`config.mk`:
```
export PLATFORM = sky130hd
export DESIGN_NAME = pwm_tone_sequence_player_unit
export DESIGN_NICKNAME = d
export VERILOG_FILES = /design/src/hdl/pts_pkg.sv /design/src/hdl/pts_tone_store.sv /design/src/hdl/pts_divider.sv /design/src/hdl/pwm_tone_sequence_player_unit.sv
export VERILOG_INCLUDE_DIRS = /design/src /design/src/hdl
export SDC_FILE = /design/constraint.sdc
export NUM_CORES = 1
export LEC_CHECK = 0
export ABC_AREA = 1
export BUFFER_PORTS_ARGS = -buffer_cell sky130_fd_sc_hd__buf_4
export CORE_ASPECT_RATIO = 0.75
export CORE_MARGIN = 5
export CORE_UTILIZATION = 35
export DETAILED_ROUTE_END_ITERATION = 8
export HOLD_SLACK_MARGIN = 0.06
export PLACE_DENSITY_LB_ADDON = 0.08
export SLEW_MARGIN = 15
export SYNTH_ARGS = -nofsm -noshare
export SYNTH_HDL_FRONTEND = slang
export SYNTH_SLANG_ARGS = --single-unit
```
`constraint.sdc`:
```
create_clock -name clock -period 14.11 [get_ports clock]
set_clock_uncertainty 0.15 [all_clocks]
set_input_delay 1.411 -clock clock [delete_from_list [all_inputs] [get_ports clock]]
set_output_delay 1.411 -clock clock [all_outputs]
set_load 0.01 [all_outputs]
```
`src/hdl/pwm_tone_sequence_player_unit_assert.svh`:
```
// Assertion macros shared by the tone sequence player modules.
`ifndef PWM_TONE_SEQUENCE_PLAYER_UNIT_ASSERT_SVH
`define PWM_TONE_SEQUENCE_PLAYER_UNIT_ASSERT_SVH

// The consequent must hold in the same cycle as the antecedent.
`define PTS_ASSERT_SAME(name, clk, rst, ante, cons) \
   name: assert property (@(posedge clk) disable iff (rst) (ante) |-> (cons)) \
      else $error("same-cycle check failed");

// The consequent must hold in the cycle after the antecedent.
`define PTS_ASSERT_NEXT(name, clk, rst, ante, cons) \
   name: assert property (@(posedge clk) disable iff (rst) (ante) |=> (cons)) \
      else $error("next-cycle check failed");

`endif

```
`src/hdl/pts_pkg.sv`:
```
// Types, constants and note tables of the tone sequence player.
`timescale 1ns / 1ps

package pts_pkg;

   // Field widths fixed by the item format.
   localparam int unsigned FREQ_W     = 16;
   localparam int unsigned DUTY_W     = 8;
   localparam int unsigned DUR_W      = 16;
   localparam int unsigned CHAR_W     = 8;
   localparam int unsigned BPM_W      = 10;
   localparam int unsigned NOTE_NUM_W = 17;

   // Operation codes.
   localparam logic [1:0] OP_ADD_TONE = 2'd0;
   localparam logic [1:0] OP_ADD_NOTE = 2'd1;
   localparam logic [1:0] OP_FLUSH    = 2'd2;
   localparam logic [1:0] OP_TICK     = 2'd3;

   // Fixed musical constants.
   localparam int unsigned NOMINAL_BEAT = 16;
   localparam int unsigned MS_PER_S     = 1000;
   localparam int unsigned SEC_PER_MIN  = 60;
   localparam logic [DUTY_W-1:0] NOTE_DUTY  = 8'd50;
   localparam logic [FREQ_W-1:0] DEFAULT_HZ = 16'd440;
   localparam logic [DUR_W-1:0]  DUR_MAX    = 16'hFFFF;

   // Milliseconds to ticks: the rate splits into whole and fractional thousands,
   // and the fractional part is divided by 1000 through a reciprocal product that
   // is exact for every dividend below 2^26.
   localparam int unsigned TPS_HI_W       = 7;
   localparam int unsigned TPS_LO_W       = 10;
   localparam int unsigned MS_RECIP_SHIFT = 36;
   localparam int unsigned MS_RECIP_W     = 27;
   localparam logic [MS_RECIP_W-1:0] MS_RECIP = MS_RECIP_W'(
      ((64'd1 << MS_RECIP_SHIFT) + 64'(MS_PER_S) - 64'd1) / 64'(MS_PER_S));

   // ASCII codes of modifiers and length letters.
   localparam logic [CHAR_W-1:0] CHAR_SHARP  = 8'h23;
   localparam logic [CHAR_W-1:0] CHAR_FLAT   = 8'h5F;
   localparam logic [CHAR_W-1:0] CHAR_MINIM  = 8'h6D;
   localparam logic [CHAR_W-1:0] CHAR_QUAVER = 8'h71;
   localparam logic [CHAR_W-1:0] CHAR_SEMI   = 8'h73;
   localparam logic [CHAR_W-1:0] CHAR_DEMI   = 8'h64;
   localparam logic [CHAR_W-1:0] CHAR_HEMI   = 8'h68;

   // Note duration numerators: ((len * 1000) / 16) * 60, integer steps.
   localparam int unsigned NUM_MINIM  =
      (((NOMINAL_BEAT * 2) * MS_PER_S) / NOMINAL_BEAT) * SEC_PER_MIN;
   localparam int unsigned NUM_CROTCH =
      ((NOMINAL_BEAT * MS_PER_S) / NOMINAL_BEAT) * SEC_PER_MIN;
   localparam int unsigned NUM_QUAVER =
      (((NOMINAL_BEAT / 2) * MS_PER_S) / NOMINAL_BEAT) * SEC_PER_MIN;
   localparam int unsigned NUM_SEMI   =
      (((NOMINAL_BEAT / 4) * MS_PER_S) / NOMINAL_BEAT) * SEC_PER_MIN;
   localparam int unsigned NUM_DEMI   =
      (((NOMINAL_BEAT / 8) * MS_PER_S) / NOMINAL_BEAT) * SEC_PER_MIN;
   localparam int unsigned NUM_HEMI   =
      (((NOMINAL_BEAT / 16) * MS_PER_S) / NOMINAL_BEAT) * SEC_PER_MIN;

   // Note table: letters and their whole-Hz frequencies.
   localparam int unsigned NOTE_COUNT = 26;
   localparam int unsigned NOTE_IDX_W = 5;
   localparam logic [CHAR_W-1:0] NOTE_NAMES [NOTE_COUNT] = '{
      8'h53, 8'h5A, 8'h41, 8'h41, 8'h42, 8'h43, 8'h43, 8'h44, 8'h44,
      8'h45, 8'h46, 8'h46, 8'h47, 8'h47,
      8'h61, 8'h61, 8'h62, 8'h63, 8'h63, 8'h64, 8'h64, 8'h65, 8'h66,
      8'h66, 8'h67, 8'h67
   };
   localparam logic [FREQ_W-1:0] NOTE_HZ [NOTE_COUNT] = '{
      16'd0,   16'd207, 16'd220, 16'd238, 16'd246, 16'd261, 16'd277,
      16'd293, 16'd311, 16'd329, 16'd349, 16'd369, 16'd392, 16'd415,
      16'd440, 16'd466, 16'd493, 16'd523, 16'd554, 16'd587, 16'd622,
      16'd659, 16'd698, 16'd739, 16'd783, 16'd830
   };

   // One queued tone.
   typedef struct packed {
      logic [FREQ_W-1:0] freq;
      logic [DUR_W-1:0]  dur;
      logic [DUTY_W-1:0] duty;
   } tone_type;

   // Frequency of a note; the first matching letter wins, and a
   // modifier that would step off either end of the table stays put.
   function automatic logic [FREQ_W-1:0] note_hz_lookup(
      input logic [CHAR_W-1:0] letter,
      input logic [CHAR_W-1:0] modif
   );
      logic [NOTE_IDX_W-1:0] idx;
      logic [NOTE_IDX_W-1:0] sel;
      logic                  found;
      idx   = '0;
      found = 1'b0;
      for (int i = NOTE_COUNT - 1; i >= 0; i--) begin
         if (NOTE_NAMES[i] == letter) begin
            idx   = NOTE_IDX_W'(i);
            found = 1'b1;
         end
      end
      sel = idx;
      if (modif == CHAR_SHARP) begin
         if (idx != NOTE_IDX_W'(NOTE_COUNT - 1)) begin
            sel = idx + 1'b1;
         end
      end else if (modif == CHAR_FLAT) begin
         if (idx != '0) begin
            sel = idx - 1'b1;
         end
      end
      return found ? NOTE_HZ[sel] : DEFAULT_HZ;
   endfunction

   // Duration numerator of a length code; unknown codes are crotchets.
   function automatic logic [NOTE_NUM_W-1:0] note_numerator(
      input logic [CHAR_W-1:0] code
   );
      logic [NOTE_NUM_W-1:0] num;
      unique case (code)
         CHAR_MINIM:  num = NOTE_NUM_W'(NUM_MINIM);
         CHAR_QUAVER: num = NOTE_NUM_W'(NUM_QUAVER);
         CHAR_SEMI:   num = NOTE_NUM_W'(NUM_SEMI);
         CHAR_DEMI:   num = NOTE_NUM_W'(NUM_DEMI);
         CHAR_HEMI:   num = NOTE_NUM_W'(NUM_HEMI);
         default:     num = NOTE_NUM_W'(NUM_CROTCH);
      endcase
      return num;
   endfunction

endpackage

```
`src/hdl/pts_tone_store.sv`:
```
// Tone queue memory with one write port and one registered read port.
`timescale 1ns / 1ps

module pts_tone_store
   import pts_pkg::*;
#(
   parameter int unsigned DEPTH = 8
) (
   input  logic                     clock,
   input  logic                     wr_en,
   input  logic [$clog2(DEPTH)-1:0] wr_addr,
   input  tone_type                 wr_data,
   input  logic                     rd_en,
   input  logic [$clog2(DEPTH)-1:0] rd_addr,
   output tone_type                 rd_data
);

   tone_type mem [DEPTH];
   tone_type rd_data_ff;

   // Write port.
   always_ff @(posedge clock) begin
      if (wr_en) begin
         mem[wr_addr] <= wr_data;
      end
   end

   // Registered read port: data appears the cycle after rd_en.
   always_ff @(posedge clock) begin
      if (rd_en) begin
         rd_data_ff <= mem[rd_addr];
      end
   end

   assign rd_data = rd_data_ff;

endmodule

```
`src/hdl/pts_divider.sv`:
```
// Restoring divider that produces one quotient bit per cycle.
`timescale 1ns / 1ps
`include "pwm_tone_sequence_player_unit_assert.svh"

module pts_divider
   import pts_pkg::*;
#(
   parameter int unsigned DIVIDEND_W = 26,
   parameter int unsigned DIVISOR_W  = 10
) (
   input  logic                  clock,
   input  logic                  reset,
   input  logic                  go,
   input  logic [DIVIDEND_W-1:0] dividend,
   input  logic [DIVISOR_W-1:0]  divisor,
   output logic                  done,
   output logic [DIVIDEND_W-1:0] quotient
);

   localparam int unsigned CNT_W = $clog2(DIVIDEND_W + 1);

   logic                  busy_ff;
   logic                  done_ff;
   logic [CNT_W-1:0]      count_ff;
   logic [DIVIDEND_W-1:0] num_ff;
   logic [DIVISOR_W-1:0]  rem_ff;
   logic [DIVISOR_W-1:0]  dvs_ff;
   logic [DIVISOR_W:0]    trial;
   logic                  fits;

   // Trial subtraction of the next partial remainder.
   assign trial = {rem_ff, num_ff[DIVIDEND_W-1]};
   assign fits  = (trial >= {1'b0, dvs_ff});

   // Iteration control and datapath.
   always_ff @(posedge clock) begin
      if (reset) begin
         busy_ff  <= 1'b0;
         done_ff  <= 1'b0;
         count_ff <= '0;
      end else begin
         done_ff <= 1'b0;
         if (go) begin
            busy_ff  <= 1'b1;
            count_ff <= CNT_W'(DIVIDEND_W);
            num_ff   <= dividend;
            rem_ff   <= '0;
            dvs_ff   <= divisor;
         end else if (busy_ff) begin
            num_ff   <= {num_ff[DIVIDEND_W-2:0], fits};
            rem_ff   <= fits ? DIVISOR_W'(trial - {1'b0, dvs_ff})
                             : DIVISOR_W'(trial);
            count_ff <= count_ff - 1'b1;
            if (count_ff == CNT_W'(1)) begin
               busy_ff <= 1'b0;
               done_ff <= 1'b1;
            end
         end
      end
   end

   assign done     = done_ff;
   assign quotient = num_ff;

   `PTS_ASSERT_SAME(a_no_go_while_busy, clock, reset, go, !busy_ff)
   `PTS_ASSERT_NEXT(a_done_single_pulse, clock, reset, done_ff, !done_ff)
   `PTS_ASSERT_SAME(a_nonzero_divisor, clock, reset, go, divisor != '0)

endmodule

```
`src/hdl/pwm_tone_sequence_player_unit.sv`:
```
// Top level of the tone sequence player: queue control, timing and response.
// Flush and ticks that start no tone answer in the cycle after acceptance; other adds
// answer from the enqueue state. A tone start (add while idle, or tick at tone end)
// passes enqueue or fetch, two multiply stages for the ms to tick scaling, and the
// final sum. A note add with a nonzero tempo runs the serial tempo division first.
// One transaction at a time; results cannot be stalled. Reset is synchronous.
`timescale 1ns / 1ps
`include "pwm_tone_sequence_player_unit_assert.svh"

module pwm_tone_sequence_player_unit
   import pts_pkg::*;
#(
   parameter int unsigned QUEUE_DEPTH      = 8,
   parameter int unsigned TICKS_PER_SECOND = 1000
) (
   input  logic              clock,
   input  logic              reset,
   input  logic              start,
   output logic              busy,
   input  logic [1:0]        req_op,
   input  logic [FREQ_W-1:0] req_tone_freq,
   input  logic [DUTY_W-1:0] req_tone_duty,
   input  logic [DUR_W-1:0]  req_tone_duration_ms,
   input  logic [CHAR_W-1:0] req_note_letter,
   input  logic [CHAR_W-1:0] req_note_modifier,
   input  logic [CHAR_W-1:0] req_note_length,
   input  logic [BPM_W-1:0]  req_beats_per_minute,
   output logic              rsp_valid,
   output logic              rsp_accepted,
   output logic              rsp_pwm_changed,
   output logic [FREQ_W-1:0] rsp_pwm_freq,
   output logic [DUTY_W-1:0] rsp_pwm_duty,
   output logic              rsp_playing
);

   // Widths derived from the parameters.
   localparam int unsigned IDX_W = $clog2(QUEUE_DEPTH);
   localparam longint unsigned PROD_MAX =
      64'(DUR_MAX) * 64'(TICKS_PER_SECOND);
   localparam int unsigned TICK_W = $clog2(PROD_MAX / MS_PER_S + 1);
   localparam int unsigned TPS_HI = TICKS_PER_SECOND / MS_PER_S;
   localparam int unsigned TPS_LO = TICKS_PER_SECOND % MS_PER_S;
   localparam int unsigned HI_PROD_W    = DUR_W + TPS_HI_W;
   localparam int unsigned LO_PROD_W    = DUR_W + TPS_LO_W;
   localparam int unsigned SCALE_PROD_W = LO_PROD_W + MS_RECIP_W;
   localparam int unsigned SCALE_Q_W    = SCALE_PROD_W - MS_RECIP_SHIFT;
   localparam logic [TPS_HI_W-1:0] TPS_HI_C = TPS_HI_W'(TPS_HI);
   localparam logic [TPS_LO_W-1:0] TPS_LO_C = TPS_LO_W'(TPS_LO);
   localparam logic [IDX_W-1:0]    LAST_IDX = IDX_W'(QUEUE_DEPTH - 1);

   typedef enum logic [2:0] {
      ST_IDLE,
      ST_NOTE_GO,
      ST_NOTE_WAIT,
      ST_ENQUEUE,
      ST_LOAD,
      ST_MUL,
      ST_SCALE,
      ST_SUM
   } state_type;

   state_type             state_ff;
   logic [IDX_W-1:0]      write_index_ff;
   logic [IDX_W-1:0]      read_index_ff;
   logic                  playing_ff;
   logic [TICK_W-1:0]     ticks_ff;
   logic [FREQ_W-1:0]     out_freq_ff;
   logic [DUTY_W-1:0]     out_duty_ff;
   logic                  rsp_valid_ff;
   logic                  accepted_ff;
   logic                  changed_ff;
   logic [FREQ_W-1:0]     pend_freq_ff;
   logic [DUTY_W-1:0]     pend_duty_ff;
   logic [DUR_W-1:0]      pend_dur_ff;
   logic [NOTE_NUM_W-1:0] note_num_ff;
   logic [BPM_W-1:0]      bpm_ff;
   logic [HI_PROD_W-1:0]  scale_hi_ff;
   logic [LO_PROD_W-1:0]  scale_lo_ff;
   logic [SCALE_Q_W-1:0]  scale_q_ff;

   logic                     take;
   logic [IDX_W-1:0]         write_next;
   logic [IDX_W-1:0]         read_next;
   logic                     full;
   logic                     last_tick;
   logic                     wr_en;
   logic                     rd_en;
   tone_type                 wr_tone;
   tone_type                 rd_tone;
   logic [HI_PROD_W-1:0]     mul_hi;
   logic [LO_PROD_W-1:0]     mul_lo;
   logic [SCALE_PROD_W-1:0]  recip_full;
   logic                     div_go;
   logic                     div_done;
   logic [NOTE_NUM_W-1:0]    div_quot;
   logic [DUR_W-1:0]         note_ms;

   // Ring index arithmetic and queue status.
   assign take       = start && (state_ff == ST_IDLE);
   assign write_next = (write_index_ff == LAST_IDX) ? '0 : write_index_ff + 1'b1;
   assign read_next  = (read_index_ff == LAST_IDX) ? '0 : read_index_ff + 1'b1;
   assign full       = (write_next == read_index_ff);
   assign last_tick  = (ticks_ff <= TICK_W'(1));

   // Memory accesses: enqueue writes, a tone change on a tick reads ahead.
   assign wr_en   = (state_ff == ST_ENQUEUE) && !full;
   assign wr_tone = '{freq: pend_freq_ff, dur: pend_dur_ff, duty: pend_duty_ff};
   assign rd_en   = take && (req_op == OP_TICK) && playing_ff && last_tick &&
                    (read_index_ff != write_index_ff);

   pts_tone_store #(
      .DEPTH (QUEUE_DEPTH)
   ) u_store (
      .clock   (clock),
      .wr_en   (wr_en),
      .wr_addr (write_index_ff),
      .wr_data (wr_tone),
      .rd_en   (rd_en),
      .rd_addr (read_index_ff),
      .rd_data (rd_tone)
   );

   // Serial divider for the tempo division of notes.
   assign div_go = (state_ff == ST_NOTE_GO);

   pts_divider #(
      .DIVIDEND_W (NOTE_NUM_W),
      .DIVISOR_W  (BPM_W)
   ) u_divider (
      .clock    (clock),
      .reset    (reset),
      .go       (div_go),
      .dividend (note_num_ff),
      .divisor  (bpm_ff),
      .done     (div_done),
      .quotient (div_quot)
   );

   // Note length saturates at the largest duration.
   assign note_ms = (|div_quot[NOTE_NUM_W-1:DUR_W]) ? DUR_MAX : div_quot[DUR_W-1:0];

   // Tone length in ticks: whole thousands of the rate times ms, plus the
   // fractional thousands scaled and divided by 1000 through the reciprocal.
   assign mul_hi     = pend_dur_ff * TPS_HI_C;
   assign mul_lo     = pend_dur_ff * TPS_LO_C;
   assign recip_full = scale_lo_ff * MS_RECIP;

   // Sequencer with the player state and the response registers.
   always_ff @(posedge clock) begin
      if (reset) begin
         state_ff       <= ST_IDLE;
         write_index_ff <= '0;
         read_index_ff  <= '0;
         playing_ff     <= 1'b0;
         ticks_ff       <= '0;
         out_freq_ff    <= '0;
         out_duty_ff    <= '0;
         rsp_valid_ff   <= 1'b0;
         accepted_ff    <= 1'b0;
         changed_ff     <= 1'b0;
      end else begin
         rsp_valid_ff <= 1'b0;
         unique case (state_ff)
            ST_IDLE: begin
               if (start) begin
                  accepted_ff  <= 1'b0;
                  changed_ff   <= 1'b0;
                  pend_freq_ff <= (req_op == OP_ADD_NOTE)
                                  ? note_hz_lookup(req_note_letter, req_note_modifier)
                                  : req_tone_freq;
                  pend_duty_ff <= (req_op == OP_ADD_NOTE) ? NOTE_DUTY : req_tone_duty;
                  pend_dur_ff  <= req_tone_duration_ms;
                  note_num_ff  <= note_numerator(req_note_length);
                  bpm_ff       <= req_beats_per_minute;
                  unique case (req_op)
                     OP_ADD_TONE: begin
                        state_ff <= ST_ENQUEUE;
                     end
                     OP_ADD_NOTE: begin
                        if (req_beats_per_minute == '0) begin
                           pend_dur_ff <= DUR_MAX;
                           state_ff    <= ST_ENQUEUE;
                        end else begin
                           state_ff <= ST_NOTE_GO;
                        end
                     end
                     OP_FLUSH: begin
                        write_index_ff <= '0;
                        read_index_ff  <= '0;
                        if (playing_ff) begin
                           out_freq_ff <= '0;
                           out_duty_ff <= '0;
                           playing_ff  <= 1'b0;
                           ticks_ff    <= '0;
                           changed_ff  <= 1'b1;
                        end
                        rsp_valid_ff <= 1'b1;
                     end
                     OP_TICK: begin
                        if (!playing_ff) begin
                           rsp_valid_ff <= 1'b1;
                        end else if (!last_tick) begin
                           ticks_ff     <= ticks_ff - 1'b1;
                           rsp_valid_ff <= 1'b1;
                        end else if (read_index_ff == write_index_ff) begin
                           // Queue ran dry: stop the output.
                           out_freq_ff  <= '0;
                           out_duty_ff  <= '0;
                           playing_ff   <= 1'b0;
                           ticks_ff     <= '0;
                           changed_ff   <= 1'b1;
                           rsp_valid_ff <= 1'b1;
                        end else begin
                           changed_ff <= 1'b1;
                           state_ff   <= ST_LOAD;
                        end
                     end
                  endcase
               end
            end
            ST_NOTE_GO: begin
               state_ff <= ST_NOTE_WAIT;
            end
            ST_NOTE_WAIT: begin
               if (div_done) begin
                  pend_dur_ff <= note_ms;
                  state_ff    <= ST_ENQUEUE;
               end
            end
            ST_ENQUEUE: begin
               if (full) begin
                  rsp_valid_ff <= 1'b1;
                  state_ff     <= ST_IDLE;
               end else begin
                  write_index_ff <= write_next;
                  accepted_ff    <= 1'b1;
                  if (!playing_ff) begin
                     // Idle queue: the new tone starts at once.
                     out_freq_ff   <= pend_freq_ff;
                     out_duty_ff   <= pend_duty_ff;
                     playing_ff    <= 1'b1;
                     read_index_ff <= read_next;
                     changed_ff    <= 1'b1;
                     state_ff      <= ST_MUL;
                  end else begin
                     rsp_valid_ff <= 1'b1;
                     state_ff     <= ST_IDLE;
                  end
               end
            end
            ST_LOAD: begin
               out_freq_ff   <= rd_tone.freq;
               out_duty_ff   <= rd_tone.duty;
               pend_dur_ff   <= rd_tone.dur;
               read_index_ff <= read_next;
               state_ff      <= ST_MUL;
            end
            ST_MUL: begin
               scale_hi_ff <= mul_hi;
               scale_lo_ff <= mul_lo;
               state_ff    <= ST_SCALE;
            end
            ST_SCALE: begin
               scale_q_ff <= recip_full[SCALE_PROD_W-1:MS_RECIP_SHIFT];
               state_ff   <= ST_SUM;
            end
            ST_SUM: begin
               ticks_ff     <= TICK_W'(scale_hi_ff) + TICK_W'(scale_q_ff);
               rsp_valid_ff <= 1'b1;
               state_ff     <= ST_IDLE;
            end
         endcase
      end
   end

   // Ports.
   assign busy            = (state_ff != ST_IDLE);
   assign rsp_valid       = rsp_valid_ff;
   assign rsp_accepted    = accepted_ff;
   assign rsp_pwm_changed = changed_ff;
   assign rsp_pwm_freq    = out_freq_ff;
   assign rsp_pwm_duty    = out_duty_ff;
   assign rsp_playing     = playing_ff;

   `PTS_ASSERT_SAME(a_rsp_only_when_idle, clock, reset, rsp_valid_ff, state_ff == ST_IDLE)
   `PTS_ASSERT_SAME(a_stopped_output_zero, clock, reset, !playing_ff,
                    (out_freq_ff == '0) && (out_duty_ff == '0))
   `PTS_ASSERT_SAME(a_no_write_when_full, clock, reset, wr_en, write_next != read_index_ff)

endmodule
```
## Yosys cells after proc, flatten, opt, wreduce, memory -nomap -nowiden

Memories as Yosys holds them, arrays and structs flattened. A register that Yosys moved wholly into a read port is not among the register bits.
Cells that the tools add are included.

| word-level totals | value |
|---|---|
| flip-flop bits (word level) | 180 |
| latch bits | 0 |
| RAM bits | 320 |
| bits in read-only memories | 512 |
| output and inout port bits | 29 |
| logic and storage cells | 257 |
| memories | 2 |

| cells by class | value |
|---|---|
| $add $sub $neg | 7 |
| $mul | 0 |
| div/mod/pow operators | 0 |
| magnitude comparators | 3 |
| equal/unequal tests | 53 |
| shifts and indexed selects | 0 |
| muxes and demuxes | 134 |
| bitwise operators | 3 |
| reductions and logical operators | 32 |

Memory list:

| memory | depth | width | rd ports | clocked after Yosys merged registers in | write ports | line | source |
|---|---|---|---|---|---|---|---|
| (no name shown) | 32 | 16 | 1 | 0 | 0 | pts_pkg.sv:111 | `return found ? NOTE_HZ[sel] : DEFAULT_HZ;` |
| u_store.mem | 8 | 40 | 1 | 1 | 1 | pts_tone_store.sv:18 | `tone_type mem [DEPTH];` |

Operator list:

| operator | number |
|---|---|
| 16-bit 2-to-1 mux | 19 |
| 5-bit 2-to-1 mux | 28 |
| 7-bit by 8-bit == test with 1-bit output (first input constant) | 16 |
| 16-bit case mux with 2 select lines | 3 |
| 16-bit case mux with 3 select lines | 2 |
| 17-bit case mux with 5 select lines | 1 |
| 8-bit 2-to-1 mux | 7 |
| 8-bit by 7-bit == test with 1-bit output (second input constant) | 6 |
| 1-bit 2-to-1 mux | 42 |
| 3-bit 2-to-1 mux | 14 |
| 17-bit 2-to-1 mux | 2 |
| 3-bit case mux with 8 select lines | 1 |
| 8-bit case mux with 3 select lines | 1 |
| 10-bit 2-to-1 mux | 2 |
| 3-bit == test (second input constant) | 6 |
| 3-bit case mux with 3 select lines | 2 |
| 16-bit by 1-bit less-or-equal comparator with 1-bit output (second input constant) | 1 |
| 8-bit case mux with 2 select lines | 1 |
| 4-bit AND reduction | 4 |
| 16-bit by 1-bit subtractor with 16-bit output (second input constant) | 1 |
| 3-bit != test (second input constant) | 4 |
| 1-bit case mux with 2 select lines | 6 |
| 6-bit AND reduction | 2 |
| 11-bit by 10-bit >= comparator with 1-bit output | 1 |
| other kinds (39) | 60 |

## Logic depth before layout (Yosys ltp)

| logic depth | value |
|---|---|
| word-level depth | 33 |
| depth in mapped cells | 24 |
| mapped depth without buffers | 24 |

## By module

From an unflattened synthesis, not the netlist that was laid out.

| second synthesis, totals | value |
|---|---|
| cells, all modules | 2,606 |
| area, all modules | 24,963.9 sq um |

By module, submodules not included:

| module | times used | cells an instance | area an instance (sq um) |
|---|---|---|---|
| pts_tone_store | 1 | 1,441 | 15,199.6 |
| pwm_tone_sequence_player_unit | 1 | 879 | 7,292.0 |
| pts_divider | 1 | 286 | 2,472.4 |

## Worst setup path before layout

OpenSTA, ideal clock, no wires.

| timing | value |
|---|---|
| path kind | input to register |
| start | in reset |
| end | reg bpm_ff[0], enable pin |
| setup time | 0.516 ns |
| arrival | 5.015 ns |
| setup slack | 8.429 ns |
| stages | 2 |
| path through | clkbuf_1 -> nor3_1 |

| between the ends | value |
|---|---|
| word-level cells in the longest chain between the ends | 2 |

RTL lines:

| item | line | source |
|---|---|---|
| from (decl) | pwm_tone_sequence_player_unit.sv:17 | `input logic reset,` |
| 1-bit NOT (no source line) | - |  |
| 3-bit AND reduction (no source line) | - |  |
| to (signal assigned) | pwm_tone_sequence_player_unit.sv:174 | `bpm_ff <= req_beats_per_minute;` |
| to (decl) | pwm_tone_sequence_player_unit.sv:76 | `logic [BPM_W-1:0] bpm_ff;` |

No other way between the ends.
A chain may end at the register's enable or synchronous reset.

## Worst setup path after layout

| timing | value |
|---|---|
| start | in req_note_letter[6] |
| end | reg pend_freq_ff[5] (data pin) |

| between the ends | value |
|---|---|
| word-level cells in the longest chain between the ends | 33 |
| elaborated cells between the ends (all ways) | 71 |
| those cells by class | 2 x add/sub; 17 x eq/ne; 49 x mux; 1 x bitwise; 1 x reduce/logical; 1 x memory |

RTL lines:

| item | line | source |
|---|---|---|
| from (decl) | pwm_tone_sequence_player_unit.sv:24 | `input logic [CHAR_W-1:0] req_note_letter,` |
| 7-bit by 8-bit == test with 1-bit output | pts_pkg.sv:96 | `if (NOTE_NAMES[i] == letter) begin` |
| 5-bit 2-to-1 mux (16 in series) | pts_pkg.sv:96 |  |
| 5-bit 2-to-1 mux | pwm_tone_sequence_player_unit.sv:165 | `if (start) begin` |
| 5-bit 2-to-1 mux | pwm_tone_sequence_player_unit.sv:163 | `unique case (state_ff)` |
| 5-bit 2-to-1 mux | pwm_tone_sequence_player_unit.sv:150 | `if (reset) begin` |
| 5-bit by 1-bit subtractor with 5-bit output or 5-bit nonzero test (tied branches) | pts_pkg.sv:108, pts_pkg.sv:107 |  |
| 5-bit 2-to-1 mux | pts_pkg.sv:107 | `if (idx != '0) begin` |
| 5-bit 2-to-1 mux | pts_pkg.sv:106 | `end else if (modif == CHAR_FLAT) begin` |
| 5-bit 2-to-1 mux | pts_pkg.sv:102 | `if (modif == CHAR_SHARP) begin` |
| 5-bit 2-to-1 mux | pwm_tone_sequence_player_unit.sv:165 |  |
| 5-bit 2-to-1 mux | pwm_tone_sequence_player_unit.sv:163 |  |
| 5-bit 2-to-1 mux | pwm_tone_sequence_player_unit.sv:150 |  |
| 5-bit NOT with 6-bit output (not written as such) | pts_pkg.sv:111 |  |
| memory 32 x 16 bit | - |  |
| 16-bit 2-to-1 mux (not written as such) (2 in series) | pts_pkg.sv:111 |  |
| 16-bit 2-to-1 mux * | pts_pkg.sv:111 |  |
| 16-bit 2-to-1 mux * | pwm_tone_sequence_player_unit.sv:169 | `? note_hz_lookup(req_note_letter, req_note_modifier)` |
| to (signal assigned) | pwm_tone_sequence_player_unit.sv:168 | `pend_freq_ff <= (req_op == OP_ADD_NOTE)` |
| to (decl) | pwm_tone_sequence_player_unit.sv:72 | `logic [FREQ_W-1:0] pend_freq_ff;` |

Mark *: on every way between the ends. The rest lies on a longest branch, timed or not. The select of a mux whose other input is x is not followed.

==> run summary <==
The run finished with clean final reports. For this run, the number of standard cells in the final layout without fillers is 3101. By area, the combinational part of the netlist is dominated by simple AND/OR/NAND/NOR gates. The number of hold violations in the final report was 0; the max-capacitance violation count was 0.

The placed instances occupy a cell area of 24800 um2. After synthesis, the largest area contributor takes up 62.5% of total cell area. Counting flops with an async set or reset pin after synthesis yields a share of 0%.

In the layout the commonest cells are 478 x edfxtp_1, 393 x nor2_1, 258 x o21ai_0, 221 x nand2_1, 138 x buf_4. Of the total synthesized cell area, the portion taken by AND, OR, NAND and NOR gates is 14.1%. Of the post-synthesis cell area, the part taken by muxes is 0%. Compared with the post-synthesis result, the final layout area differs by 15.9%. The tools report the sequential fraction of the synthesis area as 67.8%. The tools report the startpoint type of the worst setup path as a primary input. In the final timing run, aggregate negative setup slack is 0 ns.

The tools report the number of nets in the synthesized netlist as 2193. The core region area was 65100 um2. The maximum ir drop on the vdd rail came out at 0.114 mV. The tightest min-delay check is of the reg2reg type. The logs give 0 for the hold buffer count at CTS and 14.30 ns for the critical path required time. The first-pass GRT wire length is 92100 um, and the number of gates given a new drive strength after cts is 0. The number of clock buffers added by TritonCTS is 56. For the number of cells after detailed placement, the log shows 2995. Counting the fill cells in the layout gives 6250. Synthesis handed over a netlist of 2086 instances. In this run the deepest clock path goes through 3 buffers.

The synthesized netlist devotes 1.56% of its cell area to adder and majority cells. The ratio of routed vias to standard cells was 5.05; the finished layout cell area was 26600 um2. In this run, synthesis produced a sequential element count of 538. Kind of end point of the critical path: a register. For the initial antenna violation count, the log shows 0. The clock latency reported for the late side of the worst-skew pair is 0.63 ns, and the total of buffers placed on input and output ports is 107.

Registers take 15600 um2. The worst pin sits at a relative slew slack of 34.9%. After clock tree synthesis, the setup repair step added 0 buffers.

The met1 usage is 23.6%, and the final critical-path share of the clock period is 27.5%. By area the synthesized netlist is led by edfxtp_1 63%, nor2_1 6.6%, o21ai_0 5.6%. The number of antenna diodes in the final layout is 0. The flip-flop cell with the highest count after synthesis is edfxtp_1.

The library cell appearing most often on the critical path is nand2_1. The most common library cell in the layout ignoring fill and taps was edfxtp_1. The routed layout has 15600 vias.

The logs give 0 for the detailed-route DRC error count and 35.3% for the starting density of the core. During synthesis, Yosys emitted a total of 0 warnings. Detailed placer's ending HPWL: 34100 um. Summing all multi-input logic gate instances after layout gives 6530 um2. The cell area power density came out at 172 nW/um2. Of all nets on the critical path, the largest fanout is 6. The cell area that synthesis handed to floorplanning was 23000 um2.

The overall track demand over capacity in global routing is 16.5%, and the number of nets in the layout is 2289. The H-tree was split into 2 levels. The tools report the post-route core utilization as 40.9%. TritonCTS built the clock tree. Traced cell by cell, the critical path runs through buf_4 -> nand2_2 -> nor2_2 -> nand2_1 -> nand2_1 -> nor3_2 -> ha_1 -> inv_1 -> nor2_1 -> nand2_1 -> nand2_1 -> nand2_1 -> nand3_1 -> nand2_1 -> inv_1 -> ha_1 -> nand2_1 -> nand2_1 -> a21oi_1 -> nand2_1 -> nand2_1 -> nor2_1. The kind of critical path is in2reg.

Setup violations remaining at the end of the flow were counted as 0. The actual slew at the worst max-slew pin is 0.973 ns, and the met2 layer usage reported by global route is 27.2%. Setup repair after global routing left no endpoint under its margin. The logs give 81 for the number of rows created at floorplan and 70900 um2 for the die footprint. The number of slew-limit violations in the final report is 0, and the met3 routing resource usage after global routing is 2.12%. The number of global-route vias before repair was 15100. The final critical-path required period works out to 3.88 ns. The tree is rooted in a clkbuf_16. The final layout contains routed wiring with a total length of 59900 um. Entering global routing, the biggest net connects 83 pins. The layer flagged by global routing as most heavily used is met2. The total overflow left after global routing is 0. edfxtp_1 takes more of the synthesized area than any other cell.

The number of ports placed on the die boundary was 108; the total power consumption of the routed design was 4.58 mW. For this run, the slowest stage of the critical path takes 0.39 ns. The number of nets still failing antenna checks after routing is 0. The synthesized netlist devotes 0.801% of its cell area to XOR and XNOR gates. The area fraction in compound gates after synthesis is 11.5%, and the distinct cell type count of the synthesized netlist is 53.

The first routing iteration left 1125 violations. Before antenna repair, the detailed router went through 5 iterations. Summed over all cells, the static leakage comes to 9.61 nW. Static timing analysis puts the maximum clock frequency at 258 MHz. The critical path data arrival time is 4.07 ns, and the wire length per cell is 19.3 um. The floorplan step set the die height to 232 um. In this run the horizontal extent of the chip is 306 um. For this design, the slowest cell found on the critical path is nor3_2. Routability-driven placement finished with a final weighted congestion of 0.835. The average footprint of a synthesized cell is 11.0 um2. Clock-pin slew was measured on the worst setup and hold paths at 0.06 ns.

Yosys mapped a number of flops with a built-in enable equal to 478. In the final layout, the share of cells above drive strength 1 is 13.2%. Clock tree synthesis found a total of 538 sinks.
==> worst max-delay path, delay by kind of cell <==
| family | cells | cell delay, ns |
|---|---|---|
| adders and majority gates | 2 | 0.52 |
| buffers and inverters | 3 | 0.32 |
| and+or+nand+nor | 16 | 1.68 |
| AOI/OAI and AO/OA | 1 | 0.12 |
==> state kept, by name, indices dropped and copies added, names as in the netlist, 3 cells and up <==
signal	flops
u_divider.quotient	17
pend_duty_ff	8
u_store.mem	320
state_ff	3
pend_dur_ff	16
pend_freq_ff	16
bpm_ff	10
u_divider.rem_ff	10
u_divider.count_ff	5
rsp_pwm_freq	16
note_num_ff	15
write_index_ff	3
scale_hi_ff	16
u_divider.dvs_ff	10
read_index_ff	3
u_store.rd_data	40
rsp_pwm_duty	8
ticks_ff	16
==> final timing paths <==
kind	slack, ns	end	depth (start not counted)	start
worst max-delay path	10.23	pend_freq_ff[5]$_DFFE_PP_	22	req_note_letter[6]
worst min-delay path	0.26	u_divider.dvs_ff[8]$_DFFE_PP_	0	bpm_ff[8]$_DFFE_PP_
worst max register to register	10.59	u_divider.rem_ff[1]$_SDFFCE_PP0P_	14	u_divider.quotient[16]$_DFFE_PP_
worst min register to register	0.26	u_divider.dvs_ff[8]$_DFFE_PP_	0	bpm_ff[8]$_DFFE_PP_
==> cell type report <==
| class | count | share of cell area (%) |
|---|---|---|
| clock buffer | 80 | 5.76 |
| clock inverter | 26 | 1.06 |
| multi-input combinational | 1297 | 24.5 |
| timing repair buffer | 138 | 3.89 |
| sequential | 538 | 58.5 |
| inverter | 151 | 2.15 |
| tap | 871 | 4.10 |
==> routing by layer <==
layer / wire [um] / vias to the layer above
li1: - / 7541
met1: 28300 / 7683
met2: 28100 / 348
met3: 2500 / 74
met4: 1010 / 0
met5: 0 / -
==> through the flow <==
stage / hold WS [ns] / setup slack, ns
after floorplan: 0.250 / 8.43
after global placement: 0.252 / 9.84
after detailed placement: 0.255 / 9.69
after CTS: 0.264 / 10.31
after global routing: 0.279 / 9.86
final: 0.260 / 10.23
==> cells in the mapped netlist, types with 5 or more instances <==
master and count:
inv_2 17, a31oi_1 47, nand3_1 69, nand2_1 221
nor3_1 19, edfxtp_1 478, dfxtp_1 60, a22o_1 24
clkbuf_1 77, xor2_1 11, a211oi_1 7, or2_2 9
buf_1 10, xnor2_1 10, o22ai_1 40, a21oi_1 68
inv_1 130, buf_2 9, nand3b_1 5, nand4_1 13
o21ai_1 9, nor2_2 6, nor2_4 5, nand2_2 12
ha_1 27, o21ai_0 259, nor2_1 405
==> cells by family (layout without fill, tap and decap cells) <==
family / count (synthesis) / in the layout
AO/OA/AOI/OAI: 472 / 472
XOR/XNOR: 21 / 21
adder cells (fa/ha/maj): 28 / 28
buffers and inverters: 251 / 395
flip-flops: 538 / 538
AND/OR/NAND/NOR: 776 / 776
==> power by group <==
part | internal, mW | total [mW] | switching [mW]
Combinational | 0.326 | 1.00 | 0.676
Sequential | 1.97 | 2.11 | 0.147
Clock | 0.834 | 1.46 | 0.630
Total | 3.13 | 4.58 | 1.45
Note: power is estimated with default switching activity, not from simulation.
